### config.mk
export PLATFORM = sky130hd
export DESIGN_NAME = infix_to_postfix_converter
export DESIGN_NICKNAME = d
export VERILOG_FILES = /design/src/hdl/itp_pkg.sv /design/src/hdl/itp_ram.sv /design/src/hdl/itp_ctrl.sv /design/src/hdl/itp_datapath.sv /design/src/hdl/infix_to_postfix_converter.sv
export SDC_FILE = /design/constraint.sdc
export NUM_CORES = 1
export LEC_CHECK = 0
export BUFFER_PORTS_ARGS = -buffer_cell sky130_fd_sc_hd__buf_2
export CAP_MARGIN = 20
export CORE_ASPECT_RATIO = 0.7
export CORE_MARGIN = 2
export CORE_UTILIZATION = 34
export CTS_BUF_LIST = sky130_fd_sc_hd__clkbuf_8 sky130_fd_sc_hd__clkbuf_16
export DETAILED_ROUTE_END_ITERATION = 8
export SYNTH_ARGS = -nofsm -noshare
export SYNTH_HDL_FRONTEND = slang
export SYNTH_SLANG_ARGS = --single-unit
### constraint.sdc
create_clock -name aclk -period 5.5 [get_ports aclk]
set_input_delay 0.55 -clock aclk [delete_from_list [all_inputs] [get_ports aclk]]
set_output_delay 0.55 -clock aclk [all_outputs]
set_load 0.02 [all_outputs]
### src/hdl/itp_pkg.sv
// itp_pkg: shared constants, types and helper functions for the infix-to-postfix converter.
// No dependencies. Used by itp_ctrl, itp_datapath and infix_to_postfix_converter.
package itp_pkg;

    localparam int STACK_DEPTH_DEF = 16;

    // ASCII codes of the special characters
    localparam logic [7:0] CH_SPACE = 8'h20;
    localparam logic [7:0] CH_OPEN  = 8'h28;
    localparam logic [7:0] CH_CLOSE = 8'h29;
    localparam logic [7:0] CH_MUL   = 8'h2A;
    localparam logic [7:0] CH_ADD   = 8'h2B;
    localparam logic [7:0] CH_SUB   = 8'h2D;
    localparam logic [7:0] CH_DIV   = 8'h2F;

    // Operator codes held on the stack
    localparam logic [2:0] OP_NONE = 3'd0;
    localparam logic [2:0] OP_OPEN = 3'd1;
    localparam logic [2:0] OP_ADD  = 3'd2;
    localparam logic [2:0] OP_SUB  = 3'd3;
    localparam logic [2:0] OP_MUL  = 3'd4;
    localparam logic [2:0] OP_DIV  = 3'd5;

    // Error codes
    localparam logic [1:0] ERR_NONE     = 2'd0;
    localparam logic [1:0] ERR_CLOSE    = 2'd1;
    localparam logic [1:0] ERR_OVERFLOW = 2'd2;
    localparam logic [1:0] ERR_OPEN     = 2'd3;

    // Controller -> datapath
    typedef struct packed {
        logic       load;       // latch the input transfer
        logic       emit_char;  // emit the latched character
        logic       emit_top;   // emit the operator on top of the stack
        logic       pop;
        logic       push;       // push the operator of the latched character
        logic [1:0] set_err;    // error to record, ERR_NONE for none
        logic       finish;     // send the closing result, clear the stack
    } cmd_t;

    // Datapath -> controller
    typedef struct packed {
        logic [2:0] ch_op;      // operator code of latched character
        logic       is_space;
        logic       is_close;
        logic       end_flag;
        logic [2:0] top_op;
        logic       empty;
        logic       emit_ok;    // an emission can be taken this cycle
        logic       out_free;   // output register can be loaded this cycle
    } status_t;

    function automatic logic [2:0] op_of_char(input logic [7:0] ch);
        logic [2:0] op;
        op = OP_NONE;
        case (ch)
            CH_OPEN: op = OP_OPEN;
            CH_ADD:  op = OP_ADD;
            CH_SUB:  op = OP_SUB;
            CH_MUL:  op = OP_MUL;
            CH_DIV:  op = OP_DIV;
            default: op = OP_NONE;
        endcase
        return op;
    endfunction

    function automatic logic [7:0] char_of_op(input logic [2:0] op);
        logic [7:0] ch;
        ch = 8'h00;
        case (op)
            OP_OPEN: ch = CH_OPEN;
            OP_ADD:  ch = CH_ADD;
            OP_SUB:  ch = CH_SUB;
            OP_MUL:  ch = CH_MUL;
            OP_DIV:  ch = CH_DIV;
            default: ch = 8'h00;
        endcase
        return ch;
    endfunction

    function automatic logic [1:0] rank_of(input logic [2:0] op);
        logic [1:0] r;
        r = 2'd0;
        case (op)
            OP_MUL, OP_DIV: r = 2'd2;
            OP_ADD, OP_SUB: r = 2'd1;
            default:        r = 2'd0;
        endcase
        return r;
    endfunction

endpackage

### src/hdl/itp_ram.sv
// itp_ram: generic single-write, single-read RAM with registered read.
// Write-first on an address collision. No dependencies.
module itp_ram #(
    parameter int WIDTH = 8,
    parameter int DEPTH = 16
) (
    input  logic                     aclk,
    input  logic                     we,
    input  logic [$clog2(DEPTH)-1:0] waddr,
    input  logic [WIDTH-1:0]         wdata,
    input  logic [$clog2(DEPTH)-1:0] raddr,
    output logic [WIDTH-1:0]         rdata
);

    logic [WIDTH-1:0] mem [DEPTH];
    logic [WIDTH-1:0] rdata_reg;

    always_ff @(posedge aclk) begin
        if (we) begin
            mem[waddr] <= wdata;
        end
        if (we && (waddr == raddr)) begin
            rdata_reg <= wdata;
        end else begin
            rdata_reg <= mem[raddr];
        end
    end

    assign rdata = rdata_reg;

endmodule

### src/hdl/itp_ctrl.sv
// itp_ctrl: sequencing state machine of the converter (decode, pop loops, flush, close).
// Depends on itp_pkg; drives itp_datapath through itp_pkg::cmd_t.
module itp_ctrl (
    input  logic              aclk,
    input  logic              aresetn,
    input  logic              s_tvalid,
    output logic              s_tready,
    input  itp_pkg::status_t  st,
    output itp_pkg::cmd_t     cmd
);

    localparam logic [2:0] S_IDLE  = 3'd0;
    localparam logic [2:0] S_PROC  = 3'd1;
    localparam logic [2:0] S_CLOSE = 3'd2;
    localparam logic [2:0] S_OPPOP = 3'd3;
    localparam logic [2:0] S_FLUSH = 3'd4;
    localparam logic [2:0] S_FIN   = 3'd5;

    logic [2:0] state_reg, state_next;
    logic [2:0] after_st;
    logic       top_is_open;
    logic       op_stops;

    assign after_st    = st.end_flag ? S_FLUSH : S_IDLE;
    assign top_is_open = (st.top_op == itp_pkg::OP_OPEN);
    // incoming operator stops popping at '(' or a lower-ranked operator
    assign op_stops    = st.empty || top_is_open ||
                         (itp_pkg::rank_of(st.ch_op) > itp_pkg::rank_of(st.top_op));

    always_comb begin
        cmd        = '0;
        state_next = state_reg;
        case (state_reg)
            S_IDLE: begin
                if (s_tvalid) begin
                    cmd.load   = 1'b1;
                    state_next = S_PROC;
                end
            end
            S_PROC: begin
                if (st.is_space) begin
                    state_next = after_st;
                end else if (st.is_close) begin
                    state_next = S_CLOSE;
                end else if (st.ch_op == itp_pkg::OP_OPEN) begin
                    cmd.push   = 1'b1;
                    state_next = after_st;
                end else if (st.ch_op != itp_pkg::OP_NONE) begin
                    state_next = S_OPPOP;
                end else if (st.emit_ok) begin
                    cmd.emit_char = 1'b1;
                    state_next    = after_st;
                end
            end
            S_CLOSE: begin
                if (st.empty) begin
                    cmd.set_err = itp_pkg::ERR_CLOSE;
                    state_next  = after_st;
                end else if (top_is_open) begin
                    cmd.pop    = 1'b1;
                    state_next = after_st;
                end else if (st.emit_ok) begin
                    cmd.emit_top = 1'b1;
                    cmd.pop      = 1'b1;
                end
            end
            S_OPPOP: begin
                if (op_stops) begin
                    cmd.push   = 1'b1;
                    state_next = after_st;
                end else if (st.emit_ok) begin
                    cmd.emit_top = 1'b1;
                    cmd.pop      = 1'b1;
                end
            end
            S_FLUSH: begin
                if (st.empty) begin
                    state_next = S_FIN;
                end else if (top_is_open) begin
                    cmd.set_err = itp_pkg::ERR_OPEN;
                    cmd.pop     = 1'b1;
                end else if (st.emit_ok) begin
                    cmd.emit_top = 1'b1;
                    cmd.pop      = 1'b1;
                end
            end
            S_FIN: begin
                if (st.out_free) begin
                    cmd.finish = 1'b1;
                    state_next = S_IDLE;
                end
            end
            default: begin
                state_next = S_IDLE;
            end
        endcase
    end

    always_ff @(posedge aclk) begin
        if (!aresetn) begin
            state_reg <= S_IDLE;
        end else begin
            state_reg <= state_next;
        end
    end

    assign s_tready = (state_reg == S_IDLE);

endmodule

### src/hdl/itp_datapath.sv
// itp_datapath: input latch, operator stack (itp_ram + count), sticky error,
// hold register for the final symbol and the output register. Depends on itp_pkg, itp_ram.
module itp_datapath #(
    parameter int STACK_DEPTH = itp_pkg::STACK_DEPTH_DEF
) (
    input  logic              aclk,
    input  logic              aresetn,
    input  logic [7:0]        s_tdata,
    input  logic              s_tlast,
    input  itp_pkg::cmd_t     cmd,
    output itp_pkg::status_t  st,
    output logic              m_tvalid,
    input  logic              m_tready,
    output logic [7:0]        m_tdata,
    output logic              m_tlast,
    output logic [2:0]        m_tuser
);

    localparam int AW = $clog2(STACK_DEPTH);
    localparam int CW = $clog2(STACK_DEPTH + 1);

    logic [7:0]    ch_reg;
    logic          end_reg;
    logic [CW-1:0] count_reg, count_next;
    logic [1:0]    err_reg, err_next;
    logic          hold_valid_reg, hold_valid_next;
    logic [7:0]    hold_sym_reg, hold_sym_next;
    logic          m_valid_reg, m_valid_next;
    logic [7:0]    m_sym_reg, m_sym_next;
    logic          m_has_reg, m_has_next;
    logic          m_last_reg, m_last_next;
    logic [1:0]    m_err_reg, m_err_next;

    logic          full;
    logic          out_free;
    logic          emit;
    logic [7:0]    emit_sym;
    logic [1:0]    new_err;
    logic          wr_en;
    logic [AW-1:0] rd_addr;
    logic [2:0]    top_op;
    logic [2:0]    ch_op;

    assign ch_op    = itp_pkg::op_of_char(ch_reg);
    assign full     = (count_reg == CW'(STACK_DEPTH));
    assign out_free = !m_valid_reg || m_tready;
    assign emit     = cmd.emit_char || cmd.emit_top;
    assign emit_sym = cmd.emit_char ? ch_reg : itp_pkg::char_of_op(top_op);
    assign wr_en    = cmd.push && !full;

    // overflow is detected here; the controller only asks for the push
    assign new_err  = (cmd.push && full) ? itp_pkg::ERR_OVERFLOW : cmd.set_err;

    always_comb begin
        count_next = count_reg;
        if (cmd.finish) begin
            count_next = '0;
        end else if (cmd.pop) begin
            count_next = count_reg - CW'(1);
        end else if (wr_en) begin
            count_next = count_reg + CW'(1);
        end
    end

    always_comb begin
        err_next = err_reg;
        if (cmd.finish) begin
            err_next = itp_pkg::ERR_NONE;
        end else if (err_reg == itp_pkg::ERR_NONE) begin
            err_next = new_err;
        end
    end

    // read address tracks the top after this cycle's update
    assign rd_addr = count_next[AW-1:0] - AW'(1);

    itp_ram #(
        .WIDTH (3),
        .DEPTH (STACK_DEPTH)
    ) u_stack (
        .aclk  (aclk),
        .we    (wr_en),
        .waddr (count_reg[AW-1:0]),
        .wdata (ch_op),
        .raddr (rd_addr),
        .rdata (top_op)
    );

    always_comb begin
        m_valid_next    = out_free ? 1'b0 : m_valid_reg;
        m_sym_next      = m_sym_reg;
        m_has_next      = m_has_reg;
        m_last_next     = m_last_reg;
        m_err_next      = m_err_reg;
        hold_valid_next = hold_valid_reg;
        hold_sym_next   = hold_sym_reg;
        if (cmd.finish) begin
            m_valid_next    = 1'b1;
            m_sym_next      = hold_valid_reg ? hold_sym_reg : 8'h00;
            m_has_next      = hold_valid_reg;
            m_last_next     = 1'b1;
            m_err_next      = err_reg;
            hold_valid_next = 1'b0;
        end else if (emit) begin
            if (end_reg) begin
                // final expression item: keep the newest symbol back for tlast
                hold_sym_next   = emit_sym;
                hold_valid_next = 1'b1;
                if (hold_valid_reg) begin
                    m_valid_next = 1'b1;
                    m_sym_next   = hold_sym_reg;
                    m_has_next   = 1'b1;
                    m_last_next  = 1'b0;
                    m_err_next   = itp_pkg::ERR_NONE;
                end
            end else begin
                m_valid_next = 1'b1;
                m_sym_next   = emit_sym;
                m_has_next   = 1'b1;
                m_last_next  = 1'b0;
                m_err_next   = itp_pkg::ERR_NONE;
            end
        end
    end

    always_ff @(posedge aclk) begin
        if (!aresetn) begin
            end_reg        <= 1'b0;
            count_reg      <= '0;
            err_reg        <= itp_pkg::ERR_NONE;
            hold_valid_reg <= 1'b0;
            m_valid_reg    <= 1'b0;
        end else begin
            if (cmd.load) begin
                end_reg <= s_tlast;
            end
            count_reg      <= count_next;
            err_reg        <= err_next;
            hold_valid_reg <= hold_valid_next;
            m_valid_reg    <= m_valid_next;
        end
    end

    always_ff @(posedge aclk) begin
        if (cmd.load) begin
            ch_reg <= s_tdata;
        end
        hold_sym_reg <= hold_sym_next;
        m_sym_reg    <= m_sym_next;
        m_has_reg    <= m_has_next;
        m_last_reg   <= m_last_next;
        m_err_reg    <= m_err_next;
    end

    always_comb begin
        st.ch_op    = ch_op;
        st.is_space = (ch_reg == itp_pkg::CH_SPACE);
        st.is_close = (ch_reg == itp_pkg::CH_CLOSE);
        st.end_flag = end_reg;
        st.top_op   = top_op;
        st.empty    = (count_reg == '0);
        st.emit_ok  = (end_reg && !hold_valid_reg) || out_free;
        st.out_free = out_free;
    end

    assign m_tvalid = m_valid_reg;
    assign m_tdata  = m_sym_reg;
    assign m_tlast  = m_last_reg;
    assign m_tuser  = {m_err_reg, m_has_reg};

    a_count_bound: assert property (@(posedge aclk) disable iff (!aresetn)
        count_reg <= CW'(STACK_DEPTH))
        else $error("stack count above depth");

    a_hold_only_at_end: assert property (@(posedge aclk) disable iff (!aresetn)
        hold_valid_reg |-> end_reg)
        else $error("held symbol outside final item");

    a_finish_clears: assert property (@(posedge aclk) disable iff (!aresetn)
        cmd.finish |=> (count_reg == '0) && (err_reg == itp_pkg::ERR_NONE) && !hold_valid_reg)
        else $error("expression state not cleared after close");

    a_bare_is_last: assert property (@(posedge aclk) disable iff (!aresetn)
        (m_valid_reg && !m_has_reg) |-> m_last_reg)
        else $error("bare marker without tlast");

    a_err_only_on_last: assert property (@(posedge aclk) disable iff (!aresetn)
        (m_valid_reg && !m_last_reg) |-> (m_err_reg == itp_pkg::ERR_NONE))
        else $error("error code on a non-final result");

endmodule

### src/hdl/infix_to_postfix_converter.sv
// infix_to_postfix_converter: top level of the shunting-yard infix-to-postfix converter.
// Depends on itp_pkg, itp_ctrl, itp_datapath (which holds itp_ram).
//
// Takes one ASCII character per input transfer and produces the postfix form, one
// character per output transfer. Spaces are skipped, ( ) + - * / are operators and
// everything else is an operand passed straight through. The input transfer with
// s_tlast set closes the expression: the operator stack is flushed and the final
// output transfer carries m_tlast plus the first error seen (m_tuser[2:1]: 0 none,
// 1 unmatched ')', 2 stack overflow, 3 unmatched '('); if that final character made
// no symbol, a bare marker with m_tuser[0] = 0 is sent. One character is handled at
// a time. An operand, a space or a '(' is taken in an accept state, then decoded.
// An operator is decoded, pops stack entries down to a '(' or a lower-ranked one
// and is then pushed; a ')' is decoded and pops operators on the way to its '('.
// An end-of-expression transfer then flushes the stack and sends the closing
// transfer. The pop loop through the stack RAM handles one entry per cycle while
// no output back-pressure holds it. Output back-pressure holds the loop only when
// a symbol or the closing transfer is ready and the output register is still full.
module infix_to_postfix_converter #(
    parameter int STACK_DEPTH = itp_pkg::STACK_DEPTH_DEF  // 2 .. 62
) (
    input  logic       aclk,
    input  logic       aresetn,
    // input channel
    input  logic       s_tvalid,
    output logic       s_tready,
    input  logic [7:0] s_tdata,   // [7:0] character
    input  logic       s_tlast,   // end of expression
    // result channel
    output logic       m_tvalid,
    input  logic       m_tready,
    output logic [7:0] m_tdata,   // [7:0] symbol
    output logic       m_tlast,   // final result of the expression
    output logic [2:0] m_tuser    // [0] has_symbol, [2:1] error
);

    itp_pkg::cmd_t    cmd;
    itp_pkg::status_t st;

    // sequencer: owns s_tready, steps the pop/flush loops
    itp_ctrl u_ctrl (
        .aclk     (aclk),
        .aresetn  (aresetn),
        .s_tvalid (s_tvalid),
        .s_tready (s_tready),
        .st       (st),
        .cmd      (cmd)
    );

    // stack, error tracking and output register
    itp_datapath #(
        .STACK_DEPTH (STACK_DEPTH)
    ) u_datapath (
        .aclk     (aclk),
        .aresetn  (aresetn),
        .s_tdata  (s_tdata),
        .s_tlast  (s_tlast),
        .cmd      (cmd),
        .st       (st),
        .m_tvalid (m_tvalid),
        .m_tready (m_tready),
        .m_tdata  (m_tdata),
        .m_tlast  (m_tlast),
        .m_tuser  (m_tuser)
    );

endmodule

==> results of run 1 <==
## per-layer routing
metal	global-route usage	vias up	part of all wire
met5	0	-	0
met4	0.0531	0	0.014
met1	0.210	1323	0.52
li1	-	1305	-
met2	0.185	55	0.42
met3	0.0306	10	0.046
## kinds of logic (layout without fill, tap and decap cells)
kind of cell | Yosys count | after routing
adder cells (fa/ha/maj) | 8 | 8
XOR/XNOR | 6 | 6
AO/OA/AOI/OAI | 60 | 60
buffers and inverters | 24 | 54
flip-flops | 93 | 93
multiplexers | 25 | 25
AND/OR/NAND/NOR | 113 | 113
## layout make-up
class                           instances  area share
Multi-Input combinational cell        212       0.333
Inverter                               10     0.00753
Clock inverter                          6      0.0173
Timing Repair Buffer                   28      0.0291
Sequential cell                        93       0.524
Tap cell                              162      0.0407
Clock buffer                           10      0.0479
## power by group through the flow
stage	Combinational, mW	Sequential (mW)	Clock [mW]
final	0.615	0.931	0.662
after global routing	0.684	0.944	0.698
after CTS	0.619	0.932	0.675
after detailed placement	0.614	0.946	0
after global placement	0.607	0.945	0
after floorplan	0.490	0.923	0
## worst max-delay path: stages (launching register included)
cell       delay [ps]
dfxtp_1           800
mux4_1            650
mux2i_1           150
mux2i_1           180
or2_2             370
inv_1              70
ha_1              210
a2bb2oi_1         260
a21o_1            200
a211oi_1           70
mux2_4            320
mux2_2            260
a21oi_1           250
or2_2             170
ha_1              150
xnor2_1            60
## placed cells by master (no fill, tap or decap), types with 2 or more instances in the layout
cell type,count
bufinv_16,2
mux4_1,8
nand2_1,20
o22ai_1,2
edfxtp_1,75
nand2b_1,9
a22o_1,5
inv_6,2
a311oi_1,2
xnor2_1,3
dfxtp_1,18
inv_1,11
a21oi_1,12
mux4_2,6
a32o_1,3
nor2_1,27
ha_1,8
and3_1,11
nand3b_1,2
a31oi_1,4
a21o_1,4
mux2_2,3
xor2_1,3
mux2i_1,7
nand3_1,5
buf_2,26
or2_2,3
a211oi_1,3
and2_1,16
o21ai_0,10
nor2b_1,5
clkbuf_16,9
nor3_1,7
## per-stage QoR
stage	util	total power, mW	hold slack, ps	setup slack (ps)	instance area (µm²)
final	0.399	2.21	383	1200	4980
after floorplan	-	1.41	437	1910	4380
after global routing	0.399	2.33	369	905	4980
after global placement	0.371	1.55	432	1350	4640
after detailed placement	0.371	1.56	432	1190	4640
after CTS	0.397	2.23	371	1170	4970
## final timing paths
kind	slack, ps	from	endpoint
worst max register to register	1200	flop	flop
worst min-delay path	380	s_tdata[6]	u_datapath.ch_reg[6]
worst max-delay path	1200	flop	flop
worst min register to register	440	u_datapath.m_tlast	u_datapath.m_tlast
==> metrics.yaml, run 1 <==
routedWlPerCell_um: 17.1
worstPathMaxFanout: 12
syn_inst: 329
drtAntennaViolNets: 0
synthTopCellsByCount: "75 x edfxtp_1, 27 x nor2_1, 20 x nand2_1, 18 x dfxtp_1, 16 x and2_1"
vias: 2693
period_minus_slack_ps: 4300
cts_setup_buffers: 0
power_density_nw_per_um2: 443
first_global_vias: 2623
dr.first_iter.drc_count: 213
slew_headroom: 0.505
synth-simple-area-share: 0.140
register_area_um2: 2610
hpwl_um: 6500
n_antenna_cell: 0
maxCapViolations: 0
arrival_ps: 4520
yosysSeqAreaShare: 0.597
min_delay_path_depth: 1
grt_usage: 0.136
io_buffers: 26
top_register: "u_datapath.u_stack.mem"
p_sw_uw: 667
cp-end-kind: "flop"
synth.distinct_cells: 58
wirelength_um: 8900
synthesis.area_um2: 4380
skew_ps: 4.72
critical_path_class: "flop to flop"
synth_top_area_frac: 0.514
max_freq_mhz: 233
ioPinCount: 27
rr_worst_depth: 15
synth.most_common_cell: "edfxtp_1"
multiInputGateArea_um2: 1660
clockPowerShare: 0.300
finalSetupTns_ps: 0
clkLatencyLatePin_ps: 340
cts-hold-fix-buffers: 0
rsz0062_at_grt: "false"
firstDrtPassIters: 4
syn2layout_area_growth_pct: 13.8
row_count: 34
p_comb_frac: 0.279
place_congestion: 0.875
die_w_um: 140
synth_top_family_by_area: "simple AND/OR/NAND/NOR gates"
switching_share: 0.302
muxShareOfSynthArea: 0.106
async_flop_share: 0
antenna_found_initial: 0
die_h_um: 99.0
synthXorXnorAreaFrac: 0.0120
drive_above_1_share: 0.181
coreArea_um2: 12500
power.leakage_nw: 1.85
drc: 0
worst_pin_slew_ps: 742
status: "completed"
hold_class: "primary input to flop"
dieArea_um2: 13800
htreeDepth: 3
grt_pass1_wl_um: 14200
clkSinkCount: 93
grt_max_degree: 17
cts_max_path_buffers: 2
synth_ff_type: "edfxtp_1"
synth_compound_area_frac: 0.0986
cts.root.buffer_cell: "clkbuf_16"
vias_per_cell: 5.17
cts_resized: 0
synth_nets: 350
synth.area.top_cells: "edfxtp_1 51%, dfxtp_1 8.2%, mux4_1 4.8%"
gr-total-overflow: 0
drv_slew: 0
ir_drop_mv: 0.206
syn_area_per_cell_um2: 13.3
p_seq_frac: 0.422
ys_ff_latch: 93
largest_register_ffs: 48
numCtsBuffers: 9
cts_tree: "yes"
synth_adder_area_share: 0.0229
post-route-period-util: 0.782
clkSlewWorstSetupHoldPaths_ps: 60
final_cell_count_no_fill: 521
yosys_warnings: 0
crit_required_ps: 5720
synth_area_leader_cell: "edfxtp_1"
fillers: 1180
hold_viol: 0
start_kind: "flop"
dp_cells: 503
start_util: 0.350
synth-edff-count: 75
setup_viol: 0
intPower_mw: 1.54
nNetsFinal: 375
Power figures use the tool's default switching activity.
==> run 2, diff against run 1 <==
==> constraint.sdc (replaced) <==
create_clock -name aclk -period 3.5 [get_ports aclk]
set_input_delay 0.35 -clock aclk [delete_from_list [all_inputs] [get_ports aclk]]
set_output_delay 0.35 -clock aclk [all_outputs]
set_load 0.02 [all_outputs]
==> run 2 against run 1 <==
Sequential share of layout area fell by 3.4 points. Utilization rose by 2.9 points. Maximum frequency rose by 23%. Design area rose by 7.2%. Die area did not move. Cell count rose by 5.6%. Clock power rose by 48%. Routed wire length rose by 5.9%. Worst setup slack got worse by 1200 ps. First-iteration DRC count rose by 20%.
==> metrics.yaml, run 2 (synthesis results as in run 1) <==
fillers: 1163
worstPathMaxFanout: 6
finalPower_mw: 3.57
holdCritStartpoint: "s_tdata[1]"
antenna_found_initial: 0
min_delay_path_depth: 1
start_kind: "flop"
syn2layout_area_growth_pct: 22.0
routedWlPerCell_um: 17.1
slew_headroom: 0.291
die_w_um: 140
cts_max_path_buffers: 2
grt_max_degree: 21
ir_drop_mv: 0.282
crit_chain: "buf_12, mux4_2, o22ai_2, a21o_2, nand2_4, ha_4, nor2b_4, a2bb2oi_4, a21o_1, a211oi_2, mux2_4, mux2i_1, a21oi_2, or2_4, ha_4, inv_2"
reg2reg_slack_ps: 20
critical_path_class: "flop to flop"
firstDrtPassIters: 5
crit_required_ps: 3750
n_antenna_cell: 0
clkSlewWorstSetupHoldPaths_ps: 70
register_area_um2: 2620
coreArea_um2: 12500
drc: 0
critPathMaxStageDelay_ps: 520
vias_per_cell: 5.21
cp-end-kind: "flop"
post-route-period-util: 0.996
arrival_ps: 3740
worst_pin_slew_ps: 1050
setup_viol: 0
ioPinCount: 27
skew_ps: 10.9
row_count: 34
hold_class: "primary input to flop"
htreeDepth: 3
dieArea_um2: 13800
whs_endpoint: "u_datapath.ch_reg[1]"
rr_worst_depth: 16
start_util: 0.350
critical-path-slowest-cell: "mux4_2"
top_register: "u_datapath.u_stack.mem"
hpwl_um: 6960
dr.first_iter.drc_count: 255
numCtsBuffers: 9
io_buffers: 26
max_freq_mhz: 287
drtAntennaViolNets: 0
die_h_um: 99.0
drive_above_1_share: 0.299
cts_tree: "yes"
drv_slew: 0
cts-hold-fix-buffers: 0
largest_register_ffs: 48
maxCapViolations: 0
first_global_vias: 2749
final_common_cell: "edfxtp_1"
grt_pass1_wl_um: 14900
clkLatencyLatePin_ps: 350
status: "completed"
hold_viol: 0
wirelength_um: 9430
crit_top_cell: "ha_4"
period_minus_slack_ps: 3480
grt_usage: 0.141
power.leakage_nw: 2.05
clkSinkCount: 93
rsz0062_at_grt: "true"
gr-total-overflow: 0
vias: 2863
finalSetupTns_ps: 0
final_cell_mix: "75 x edfxtp_1, 27 x buf_4, 26 x buf_2"
power_density_nw_per_um2: 667
place_congestion: 0.836
nNetsFinal: 404
cts.root.buffer_cell: "clkbuf_16"
multiInputGateArea_um2: 1760
## run 2: cell count changes in the layout (fill, tap and decap cells not counted), sizes merged
| cell | change |
|---|---|
| buf | +30 |
| bufinv | -2 |
| clkbuf | -2 |
| clkinv | +3 |
## run 2: how the worst max path moves through the flow
stage / start / endpoint
after CTS: flop / flop
final: flop / flop
after global placement: flop / flop
after detailed placement: flop / flop
after global routing: flop / flop
after floorplan: flop / flop
## run 2: report_power, final
| part | total, mW | internal (mW) | switching (mW) |
|---|---|---|---|
| logic | 1.17 | 0.599 | 0.572 |
| clock network | 0.983 | 0.511 | 0.472 |
| registers | 1.41 | 1.33 | 0.0851 |
| total | 3.57 | 2.44 | 1.13 |
## run 2: per-stage QoR
stage                     hold WS, ps  utilization  instances  setup WS (ps)  area [µm²]
after floorplan                   437            -        329           18.4        4400
after global placement            435        0.393        529           24.6        4910
after detailed placement          431        0.393        529          -42.2        4910
after CTS                         171        0.420        548           5.98        5250
after global routing              168        0.427        550           -112        5340
final                             177        0.427        550           15.4        5340
## run 2: per-layer routing
metal	vias up	global-route usage	wire length, µm
met1	1418	0.220	4850
met3	13	0.0306	495
li1	1355	-	-
met2	77	0.191	3950
met5	-	0	0
met4	0	0.0500	131
## run 2: worst max-delay path: cells and delay by family (launching register included)
| kind | cells | cell delay, ps |
|---|---|---|
| DFF | 1 | 400 |
| buffers and inverters | 2 | 130 |
| muxes | 3 | 1030 |
| adders and majority gates | 2 | 530 |
| and+or+nand+nor | 3 | 470 |
| AOI/OAI and AO/OA | 6 | 830 |
## run 2: cell type report
class | instances | area share
Inverter | 10 | 0.00702
Clock inverter | 7 | 0.0162
Timing Repair Buffer | 57 | 0.0773
Tap cell | 162 | 0.0379
Clock buffer | 9 | 0.0421
Sequential cell | 93 | 0.490
Multi-Input combinational cell | 212 | 0.330
## run 2: repair_timing
item / CTS / global route
pin swaps: 2 / 12
setup endpoints to repair: 3 / 35
cloned: 0 / 0
buffers inserted: 3 / 2
gates resized for setup: 4 / 20
==> run 3, diff against run 2 <==
--- a/config.mk
+++ b/config.mk
@@ -5,6 +5,7 @@
 export SDC_FILE = /design/constraint.sdc
 export NUM_CORES = 1
 export LEC_CHECK = 0
+export ABC_AREA = 1
 export BUFFER_PORTS_ARGS = -buffer_cell sky130_fd_sc_hd__buf_2
 export CAP_MARGIN = 20
 export CORE_ASPECT_RATIO = 0.7
==> run 3 against run 2 <==
Via count is 23% higher. Clock skew decreased by 1.7 ps. Hold slack gained 2.6 ps. Critical path depth increased by 4. Synthesized cell count is 51% higher. Highest routed layer unchanged.
==> metrics.yaml, run 3 <==
top_register: "u_datapath.u_stack.mem"
rr_worst_depth: 20
row_count: 35
synth_ff_type: "edfxtp_1"
critical_path_class: "flop to flop"
post-route-period-util: 0.898
synth.area.top_cells: "edfxtp_1 50%, nand2_1 8.9%, dfxtp_1 8.0%"
htreeDepth: 3
cts_setup_buffers: 0
dieArea_um2: 14200
gr-total-overflow: 0
drtAntennaViolNets: 0
timing.rr.end: "u_datapath.u_stack.mem[13][1]"
largest_register_ffs: 48
intPower_mw: 2.04
skew_ps: 9.19
hold_class: "primary input to flop"
syn2layout_area_growth_pct: 14.7
nNetsFinal: 552
wirelength_um: 10300
maxCapViolations: 0
firstDrtPassIters: 6
cp-endpoint: "u_datapath.u_stack.mem[13][1]"
die_h_um: 100
synth_top_area_frac: 0.499
routedWlPerCell_um: 14.7
clkLatencyLatePin_ps: 340
start_kind: "flop"
n_antenna_cell: 0
multiInputGateArea_um2: 1540
register_area_um2: 2610
arrival_ps: 3140
worstPathMaxFanout: 20
first_global_vias: 3319
grt_usage: 0.150
ys_ff_latch: 93
yosysSeqAreaShare: 0.579
drive_above_1_share: 0.129
clkSlewWorstSetupHoldPaths_ps: 70
slew_headroom: 0.614
setup_viol: 0
syn_inst: 497
synth.distinct_cells: 30
ioPinCount: 27
async_flop_share: 0
vias_per_cell: 5.02
cts-hold-fix-buffers: 0
die_w_um: 142
p_sw_uw: 751
drv_slew: 0
synth_area_leader_cell: "edfxtp_1"
yosys_warnings: 0
cts_max_path_buffers: 2
switching_share: 0.270
cts_resized: 0
coreArea_um2: 13100
worst_pin_slew_ps: 578
io_buffers: 26
final_common_cell: "nand2_1"
dr.first_iter.drc_count: 352
crit_required_ps: 3500
antenna_found_initial: 0
synthTopCellsByCount: "107 x nand2_1, 75 x edfxtp_1, 71 x inv_1, 58 x nand3_1, 56 x nor2_1"
grt_max_degree: 21
hold_viol: 0
status: "completed"
numCtsBuffers: 9
synth.most_common_cell: "nand2_1"
max_freq_mhz: 318
place_congestion: 0.867
cp-end-kind: "flop"
reg2reg_slack_ps: 360
period_minus_slack_ps: 3140
final_cell_mix: "107 x nand2_1, 75 x edfxtp_1, 72 x inv_1"
p_comb_frac: 0.145
clockPowerShare: 0.379
syn_area_per_cell_um2: 9.08
synth-edff-count: 75
grt_pass1_wl_um: 16700
synth_nets: 518
drc: 0
finalSetupTns_ps: 0
rsz0062_at_grt: "false"
synthesis.area_um2: 4510
p_seq_frac: 0.476
whs_ps: 179
cts_tree: "yes"
vias: 3522
hpwl_um: 7520
power_density_nw_per_um2: 538
start_util: 0.346
power.leakage_nw: 2.23
ir_drop_mv: 0.330
fillers: 1267
cts.root.buffer_cell: "clkbuf_16"
clkSinkCount: 93
-- run 3: final cells by class --
cell class,count,share of cell area
clock buffers,9,0.0435
clock inverters,7,0.0193
inverters,74,0.0537
multi-input cells,316,0.297
flip-flops and latches,93,0.505
well taps,166,0.0401
repair buffers,37,0.0411
-- run 3: per-layer routing --
layer | share of wire | track usage | wire (µm) | vias to the layer above
li1 | - | - | - | 1713
met1 | 0.51 | 0.227 | 5270 | 1652
met2 | 0.41 | 0.211 | 4190 | 144
met3 | 0.069 | 0.0367 | 714 | 13
met4 | 0.013 | 0.0438 | 133 | 0
met5 | 0 | 0 | 0 | -
-- run 3: stage by stage --
stage | std cells | instance area [µm²] | worst slack, ps | power, mW | util
after floorplan | 497 | 4510 | 765 | 1.62 | -
after global placement | 685 | 4840 | 373 | 1.73 | 0.371
after detailed placement | 685 | 4840 | 282 | 1.74 | 0.371
after CTS | 701 | 5170 | 229 | 2.79 | 0.396
after global routing | 702 | 5170 | 36.0 | 2.90 | 0.397
final | 702 | 5170 | 359 | 2.79 | 0.397
-- run 3: critical path, cell delays in order (launching register included) --
cell and delay, ps:
dfxtp_2 360, inv_1 60, buf_4 220, nand2_1 70, nand3_1 80, nand3_1 90, nand3_1 110, nand2_1 70
inv_2 90, nand2_1 100, ha_1 300, inv_1 40, nor2_1 80, o21ai_0 110, nand3_1 120, nand2_2 90
nand2_4 100, nand2_4 100, inv_1 110, nand2_1 130, nor2_1 370
-- run 3: kinds of logic (layout without fill, tap and decap cells) --
family	count (synthesis)	count (layout)	synth area share
and+or+nand+nor	244	245	0.238
DFF	93	93	0.579
buffers and inverters	89	127	0.0818
AOI/OAI and AO/OA	57	57	0.0674
adders and majority gates	8	8	0.0222
xor gates and xnor gates	6	6	0.0116
-- run 3: how the worst min path moves through the flow --
stage	cells after the start	from	slack [ps]	endpoint
floorplan	2	aresetn	450	u_ctrl.state_reg[1]
global placement	2	u_datapath.m_tlast	460	u_datapath.m_tlast
detailed placement	2	u_datapath.m_tlast	450	u_datapath.m_tlast
CTS	1	s_tdata[4]	170	u_datapath.ch_reg[4]
global route	1	s_tdata[4]	170	u_datapath.ch_reg[4]
finish	1	s_tdata[7]	180	u_datapath.ch_reg[7]
-- run 3: power groups by stage --
stage | clock network, mW | registers [mW] | logic (mW)
floorplan | 0 | 1.38 | 0.234
global placement | 0 | 1.35 | 0.385
detailed placement | 0 | 1.35 | 0.393
CTS | 1.07 | 1.33 | 0.395
global route | 1.11 | 1.34 | 0.455
finish | 1.06 | 1.33 | 0.403
